[config.mk]
export PLATFORM = sky130hd
export DESIGN_NAME = earliest_free_server_assigner
export DESIGN_NICKNAME = d
export VERILOG_FILES = /design/src/sv/efsa_pkg.sv /design/src/sv/earliest_free_server_assigner.sv /design/src/sv/efsa_min_tree.sv
export VERILOG_INCLUDE_DIRS = /design/src /design/src/sv
export SDC_FILE = /design/constraint.sdc
export NUM_CORES = 2
export LEC_CHECK = 0
export ABC_AREA = 1
export ABC_CLOCK_PERIOD_IN_PS = 32400
export BUFFER_PORTS_ARGS = -buffer_cell sky130_fd_sc_hd__buf_2
export CAP_MARGIN = 20
export CORE_ASPECT_RATIO = 1.4
export CORE_MARGIN = 8
export CORE_UTILIZATION = 42
export CTS_CLUSTER_SIZE = 20
export DETAILED_ROUTE_END_ITERATION = 16
export PLACE_DENSITY = 0.54
export SLEW_MARGIN = 20
export SYNTH_ARGS = -nofsm -noshare
export SYNTH_HDL_FRONTEND = slang
export SYNTH_SLANG_ARGS = --single-unit
export TNS_END_PERCENT = 10
[constraint.sdc]
create_clock -name clk_i -period 32.4 [get_ports clk_i]
set_input_delay 6.48 -clock clk_i [delete_from_list [all_inputs] [get_ports clk_i]]
set_output_delay 6.48 -clock clk_i [all_outputs]
set_load 0.05 [all_outputs]
[src/sv/earliest_free_server_assigner_assert.svh]
// Assertion macros for the earliest-free server assigner.
// Each macro expects clk_i and rst_ni in the scope where it is used.
`ifndef EARLIEST_FREE_SERVER_ASSIGNER_ASSERT_SVH
`define EARLIEST_FREE_SERVER_ASSIGNER_ASSERT_SVH
`ifndef SYNTHESIS
`define EFSA_ASSERT_IMP(lbl, ante, cons, msg) \
  lbl: assert property (@(posedge clk_i) disable iff (!rst_ni) (ante) |-> (cons)) \
    else $error(msg);
`define EFSA_ASSERT_NXT(lbl, ante, cons, msg) \
  lbl: assert property (@(posedge clk_i) disable iff (!rst_ni) (ante) |=> (cons)) \
    else $error(msg);
`else
`define EFSA_ASSERT_IMP(lbl, ante, cons, msg)
`define EFSA_ASSERT_NXT(lbl, ante, cons, msg)
`endif
`endif

[src/sv/efsa_pkg.sv]
`timescale 1ns / 1ps

package efsa_pkg;

  localparam int MaxServers = 16;
  localparam int IdxW       = (MaxServers > 1) ? $clog2(MaxServers) : 1;
  localparam int CntW       = $clog2(MaxServers + 1);
  localparam int TimeW      = 32;
  localparam int SrvW       = 5;
  localparam int CfgW       = 5;

  localparam logic [TimeW-1:0] TimeMax = '1;

  typedef logic [TimeW-1:0] time_t;
  typedef logic [IdxW-1:0]  idx_t;
  typedef logic [SrvW-1:0]  srv_t;

  // Winner of the earliest-free search.
  typedef struct packed {
    idx_t  idx;
    time_t t;
  } min_t;

  // 1-based server number, masked to the output width.
  function automatic srv_t srv_num(idx_t i);
    return SrvW'({1'b0, i} + (IdxW + 1)'(1));
  endfunction

endpackage

[src/sv/earliest_free_server_assigner.sv]
// Earliest-free server assigner.
// Each job passes stage 1, stage 2 and the output register to the master side.
// Throughput: one job per cycle unless the output stalls; the earliest-free
//   search and one 32-bit add sit between the input and free-time registers.
// Reset (rst_ni low, asynchronous): all free times clear to zero, the
//   server count returns to 1 and every pipeline stage empties.
`timescale 1ns / 1ps

module earliest_free_server_assigner (
  input  logic                      clk_i,
  input  logic                      rst_ni,
  // configuration: number of servers in use
  input  logic                      cfg_we_i,
  input  logic [efsa_pkg::CfgW-1:0] cfg_wdata_i,
  // job input
  input  logic                      s_axis_tvalid,
  output logic                      s_axis_tready,
  input  logic [31:0]               s_axis_tdata,  // [31:0] service_time
  input  logic                      s_axis_tuser,  // [0] new_case
  // assignment output
  output logic                      m_axis_tvalid,
  input  logic                      m_axis_tready,
  output logic [15:0]               m_axis_tdata,  // [4:0] assigned_server, [9:5] next_server
  output logic                      m_axis_tuser   // [0] saturated
);

  localparam int OutTdataW = ((2 * efsa_pkg::SrvW + 7) / 8) * 8;

  // ---------------------------------------------------------------------------
  // Configuration: server count, clamped to 1..MaxServers when used.
  // ---------------------------------------------------------------------------
  logic [efsa_pkg::CfgW-1:0] cfg_q;
  logic [efsa_pkg::CntW-1:0] active;

  always_ff @(posedge clk_i or negedge rst_ni) begin
    if (!rst_ni) begin
      cfg_q <= efsa_pkg::CfgW'(1);
    end else if (cfg_we_i) begin
      cfg_q <= cfg_wdata_i;
    end
  end

  always_comb begin
    priority if (cfg_q == '0) begin
      active = efsa_pkg::CntW'(1);
    end else if (int'(cfg_q) > efsa_pkg::MaxServers) begin
      active = efsa_pkg::CntW'(efsa_pkg::MaxServers);
    end else begin
      active = efsa_pkg::CntW'(cfg_q);
    end
  end

  // ---------------------------------------------------------------------------
  // Pipeline control.
  // Stage 1 holds the accepted job. When it advances it reads the search
  // result, picks the server and writes the new free time.
  // Stage 2 holds the pick. When it advances, the free times already carry
  // its update and nothing newer, so the same search result is its
  // next_server. Stage 1 only advances into a stage 2 that is empty or moves
  // out in the same cycle, which keeps that ordering under any output stall.
  // The output register parts the master side from the rest.
  // ---------------------------------------------------------------------------
  logic                    s1_valid_q;
  logic                    s1_new_case_q;
  efsa_pkg::time_t         s1_svc_q;
  logic                    s2_valid_q;
  efsa_pkg::srv_t          s2_srv_q;
  logic                    s2_sat_q;
  logic                    out_valid_q;
  logic [OutTdataW-1:0]    out_tdata_q;
  logic                    out_sat_q;

  logic                    s1_advance;
  logic                    s2_advance;

  assign s2_advance    = s2_valid_q && (!out_valid_q || m_axis_tready);
  assign s1_advance    = s1_valid_q && (!s2_valid_q || s2_advance);
  assign s_axis_tready = !s1_valid_q || s1_advance;

  // ---------------------------------------------------------------------------
  // Free times and the earliest-free search.
  // ---------------------------------------------------------------------------
  efsa_pkg::time_t free_q [efsa_pkg::MaxServers];
  efsa_pkg::min_t  root;

  efsa_min_tree u_min_tree (
    .free_i   (free_q),
    .active_i (active),
    .root_o   (root)
  );

  // A new case clears everything first, so server 1 at time zero wins.
  efsa_pkg::idx_t          s1_pick;
  efsa_pkg::time_t         s1_base;
  logic [efsa_pkg::TimeW:0] s1_sum;
  logic                    s1_sat;
  efsa_pkg::time_t         s1_new_t;

  assign s1_pick  = s1_new_case_q ? '0 : root.idx;
  assign s1_base  = s1_new_case_q ? '0 : root.t;
  assign s1_sum   = {1'b0, s1_base} + {1'b0, s1_svc_q};
  assign s1_sat   = s1_sum[efsa_pkg::TimeW];
  // Clip at the top of the range on carry out.
  assign s1_new_t = s1_sat ? efsa_pkg::TimeMax : s1_sum[efsa_pkg::TimeW-1:0];

  always_ff @(posedge clk_i or negedge rst_ni) begin
    if (!rst_ni) begin
      for (int i = 0; i < efsa_pkg::MaxServers; i++) begin
        free_q[i] <= '0;
      end
    end else if (s1_advance) begin
      for (int i = 0; i < efsa_pkg::MaxServers; i++) begin
        if (efsa_pkg::IdxW'(i) == s1_pick) begin
          free_q[i] <= s1_new_t;
        end else if (s1_new_case_q) begin
          free_q[i] <= '0;
        end
      end
    end
  end

  // ---------------------------------------------------------------------------
  // Stage registers.
  // ---------------------------------------------------------------------------
  always_ff @(posedge clk_i or negedge rst_ni) begin
    if (!rst_ni) begin
      s1_valid_q  <= 1'b0;
      s2_valid_q  <= 1'b0;
      out_valid_q <= 1'b0;
    end else begin
      if (s_axis_tready) begin
        s1_valid_q <= s_axis_tvalid;
      end
      if (s1_advance || s2_advance) begin
        s2_valid_q <= s1_advance;
      end
      if (!out_valid_q || m_axis_tready) begin
        out_valid_q <= s2_advance;
      end
    end
  end

  // Payload: load on transfer or advance, hold otherwise.
  always_ff @(posedge clk_i) begin
    if (s_axis_tvalid && s_axis_tready) begin
      s1_new_case_q <= s_axis_tuser;
      s1_svc_q      <= s_axis_tdata;
    end
    if (s1_advance) begin
      s2_srv_q <= efsa_pkg::srv_num(s1_pick);
      s2_sat_q <= s1_sat;
    end
    if (s2_advance) begin
      out_tdata_q <= OutTdataW'({efsa_pkg::srv_num(root.idx), s2_srv_q});
      out_sat_q   <= s2_sat_q;
    end
  end

  assign m_axis_tvalid = out_valid_q;
  assign m_axis_tdata  = out_tdata_q;
  assign m_axis_tuser  = out_sat_q;

  // ---------------------------------------------------------------------------
  // Assertions.
  // ---------------------------------------------------------------------------
`include "earliest_free_server_assigner_assert.svh"

  `EFSA_ASSERT_IMP(a_assigned_in_range, out_valid_q, (out_tdata_q[efsa_pkg::SrvW-1:0] != '0) && (int'(out_tdata_q[efsa_pkg::SrvW-1:0]) <= int'(active)), "assigned server outside active range")
  `EFSA_ASSERT_NXT(a_sat_clips, s1_advance && s1_sat, free_q[$past(s1_pick)] == efsa_pkg::TimeMax, "saturated pick did not clip free time")
  `EFSA_ASSERT_NXT(a_s2_holds, s2_valid_q && !s2_advance, s2_valid_q && $stable(s2_srv_q), "stalled pick lost")

endmodule

[src/sv/efsa_min_tree.sv]
`timescale 1ns / 1ps

module efsa_min_tree (
  input  efsa_pkg::time_t            free_i [efsa_pkg::MaxServers],
  input  logic [efsa_pkg::CntW-1:0]  active_i,
  output efsa_pkg::min_t             root_o
);

  localparam int Levels = $clog2(efsa_pkg::MaxServers);
  localparam int Leaves = 1 << Levels;

  logic                  node_vld [1:2*Leaves-1];
  efsa_pkg::idx_t        node_idx [1:2*Leaves-1];
  efsa_pkg::time_t       node_t   [1:2*Leaves-1];
  logic                  take_r;

  // Binary tree: the left child always covers lower numbers, so it wins ties.
  always_comb begin
    take_r = 1'b0;
    for (int i = 0; i < Leaves; i++) begin
      node_vld[Leaves+i] = 1'b0;
      node_t[Leaves+i]   = '0;
      node_idx[Leaves+i] = efsa_pkg::IdxW'(i);
      if (i < efsa_pkg::MaxServers) begin
        node_vld[Leaves+i] = (i < int'(active_i));
        node_t[Leaves+i]   = free_i[i];
      end
    end
    for (int k = Leaves - 1; k >= 1; k--) begin
      take_r = node_vld[2*k+1] && (!node_vld[2*k] || (node_t[2*k+1] < node_t[2*k]));
      if (take_r) begin
        node_vld[k] = node_vld[2*k+1];
        node_idx[k] = node_idx[2*k+1];
        node_t[k]   = node_t[2*k+1];
      end else begin
        node_vld[k] = node_vld[2*k];
        node_idx[k] = node_idx[2*k];
        node_t[k]   = node_t[2*k];
      end
    end
    root_o.idx = node_idx[1];
    root_o.t   = node_t[1];
  end

endmodule

==> impl_metrics.yaml <==
worst_setup_path:
  critical_path_class: "reg2reg"
  timing.critical_path.slowest_cell_delay_ns: 0.78
  reg2reg_slack_ns: 15.93
  reg2reg_from: "free_q[13]$_DFFE_PN0P_"
  critPathLaunchType: "register"
  critPathMostFrequentCell: "nand2_1"
  critPathTopFamily: "compound AO/OA/AOI/OAI gates"
  worst-endpoint-required_ns: 32.92
  r2r_cells: 70
  worst_setup_path_end_kind: "register"
  critical_path_buffer_and_inverter_count: 11
  regToRegEndpoint: "free_q[257]$_DFFE_PN0P_"
  critical-path-slowest-cell: "a2111oi_1"
  crit_fanout: 44
  cp.arrival_ns: 16.99
logic_synthesis:
  postSynthRegisterBits: 570
  mappedNetlistArea_um2: 39400
  post_synth_inst_count: 5137
  seq_total_area_yosys_pct: 36.9
  synth_cell_type_count: 54
  mean_cell_area_of_the_mapped_netlist_um2: 7.66
  ys.warnings.count: 0
cells_and_area:
  area_of_the_multi_input_gates_um2: 22000
  areaGrowthSynthToFinish_pct: 8.59
  fillers: 9427
  final_layout_size_suffix_gt1_share_pct: 5.88
  layout_commonest_cell: "nand2_1"
  ff_latch_area_um2: 14500
  fin_nets: 5574
  finish.utilization_pct: 45.8
  most-common-layout-cells: "nand2_1 (1,050), o21ai_0 (882), nand3_1 (698)"
clock_network:
  post-cts-setup-buffer-count: 0
  post_cts_hold_buffer_count: 0
  cts_tree: "built"
  cts_resized: 0
  cts_root_buffer: "clkbuf_16"
  cts_buffer_depth: 3
  worst_setup_hold_path_clk_slew_ns: 0.06
  cts_made_buffers: 66
  tritoncts_num_sinks: 570
  htree_levels: 3
  clock_latency_ns: 0.66
floorplan:
  die-area_um2: 104000
  die_height_um: 378
  core.rowCount: 133
  die_width_um: 275
  design.core.area_um2: 93400
  io_pins: 62
  initial_utilization_pct: 42.2
place:
  dp_hpwl_um: 93100
  preCtsSetupSlack_ns: 16.08
  place.gp.congestion: 0.895
  numPortBuffers: 55
timing:
  final_hold_viol_count: 0
  timing_max_transition_violations_final: 0
  rsz0062_at_grt: "false"
  final.setup_skew_ns: 0.0337
  max_freq_mhz: 60.7
  finalCriticalPeriod_ns: 16.47
  timing.final.ws_setup_ns: 15.93
  post-route-period-util_pct: 50.8
  setup_violations: 0
  tns_ns: 0
  slew-limit-headroom_pct: 26.8
  worst-slew-pin-transition_ns: 1.10
global_route:
  globalRoute.totalOverflow: 0
  grt_pass1_wl_um: 202000
  antenna_found_initial: 4
  global_route.usage.total_pct: 25.1
  first_global_vias: 33800
  grt_max_degree: 200
drt:
  detail_route.iter0.violations: 2587
  dr.pass1.iters: 6
  post_drt_wl_per_cell_um: 20.8
  vias: 35100
  postRouteWirelength_um: 131000
  drtAntennaViolNets: 0
  avgViaCountPerCell: 5.57
  drc: 0
min_path:
  holdCritStartpoint: "s2_srv_q[2]$_DFFE_PP_"
  timing.hold.worst_path_depth: 0
  timing.hold.worst.class: "reg2reg"
  min_delay_worst_endpoint: "m_axis_tdata[2]$_DFFE_PP_"
run_status:
  outcome: "completed"
job:
  cap_violations: 0
-- per-stage QoR --
| step | area (um^2) | hold slack (ns) | instances |
|---|---|---|---|
| floorplan | 39400 | 0.400 | 5142 |
| global placement | 40500 | 0.422 | 6176 |
| detailed placement | 40500 | 0.427 | 6177 |
| CTS | 42700 | 0.441 | 6296 |
| global route | 42700 | 0.441 | 6296 |
| finish | 42700 | 0.436 | 6297 |
-- logic make-up after synthesis --
family	Yosys count	share of synthesized area, %
other	1	0.00953
multiplexers	1	0.0286
AND/OR/NAND/NOR	2052	22.8
AO/OA/AOI/OAI	1267	16.9
flip-flops	570	36.9
adder cells (fa/ha/maj)	501	15.9
XOR/XNOR	4	0.0890
buffers and inverters	741	7.33
-- area by class of cell --
class / instances / area share (%)
antenna: 1 / 0.00586
clock buffer: 105 / 4.80
clock inverter: 14 / 0.310
inverter: 435 / 3.83
multi-input combinational: 3831 / 51.5
sequential: 570 / 34.0
tap: 1215 / 3.56
timing repair buffer: 126 / 2.00
-- worst max-delay path by stage --
| stage | startpoint | to | cells past startpoint |
|---|---|---|---|
| 6_report | free_q[13]$_DFFE_PN0P_ | free_q[257]$_DFFE_PN0P_ | 70 |
| 4_1_cts | free_q[13]$_DFFE_PN0P_ | free_q[257]$_DFFE_PN0P_ | 70 |
| 5_1_grt | free_q[45]$_DFFE_PN0P_ | free_q[257]$_DFFE_PN0P_ | 71 |
| 2_1_floorplan | m_axis_tready | s_axis_tready | 4 |
| 3_3_place_gp | free_q[13]$_DFFE_PN0P_ | free_q[321]$_DFFE_PN0P_ | 70 |
| 3_5_place_dp | free_q[13]$_DFFE_PN0P_ | free_q[353]$_DFFE_PN0P_ | 70 |
-- cell usage after synthesis (all sizes together) --
cell / n / area share (%)
and3: 1 / 0.016
and2: 2 / 0.032
o311ai: 1 / 0.022
conb: 1 / 0.0095
a21boi: 1 / 0.029
a221oi: 1 / 0.022
nand4: 40 / 0.64
xor2: 3 / 0.067
a21oi: 261 / 3.3
o221a: 3 / 0.086
mux2: 1 / 0.029
nor4: 10 / 0.16
nor3b: 4 / 0.076
nand3b: 10 / 0.19
o31ai: 2 / 0.038
dfrtp: 519 / 33
edfxtp: 50 / 3.8
o21ai: 895 / 11
nor3: 27 / 0.36
clkinv: 7 / 0.067
o221ai: 2 / 0.045
o21bai: 6 / 0.11
ha: 500 / 16
o211ai: 3 / 0.057
clkbuf: 197 / 1.9
fa: 1 / 0.051
o21a: 10 / 0.19
a21o: 3 / 0.057
a31oi: 14 / 0.22
buf: 109 / 1.3
xnor2: 1 / 0.022
a41oi: 1 / 0.022
a211oi: 55 / 1.0
a2111oi: 8 / 0.18
inv: 428 / 4.1
or3: 2 / 0.032
dfstp: 1 / 0.067
nand3: 703 / 9.0
or2: 18 / 0.29
o2111ai: 1 / 0.022
nand2: 1075 / 10
nor2: 160 / 1.6
-- worst reg2reg max path, delay by kind of cell (launching register included) --
| kind | cells | cell delay (ns) |
|---|---|---|
| compound gates | 22 | 5.15 |
| buf+inv | 11 | 4.23 |
| fa+ha+maj | 5 | 1.72 |
| flops | 1 | 0.39 |
| simple gates | 32 | 4.89 |
-- metal layers --
metal  wire length [um]  track usage, %
met1              57700            32.7
met2              63800            43.6
met3               5500            2.42
met4               3810            8.24
met5                  0               0
-- state kept, by name, summed over array words and instances, names as in the netlist --
name and cells:
s2_valid_q 1, cfg_q 5, s1_svc_q 32, s2_sat_q 1, s2_srv_q 5, free_q 512, s1_new_case_q 1, s1_valid_q 1
m_axis_tuser 1, m_axis_tvalid 1, m_axis_tdata 10
Power is not shown: default switching activity piles up to over one toggle a cycle in this logic, so the estimate is an artifact.
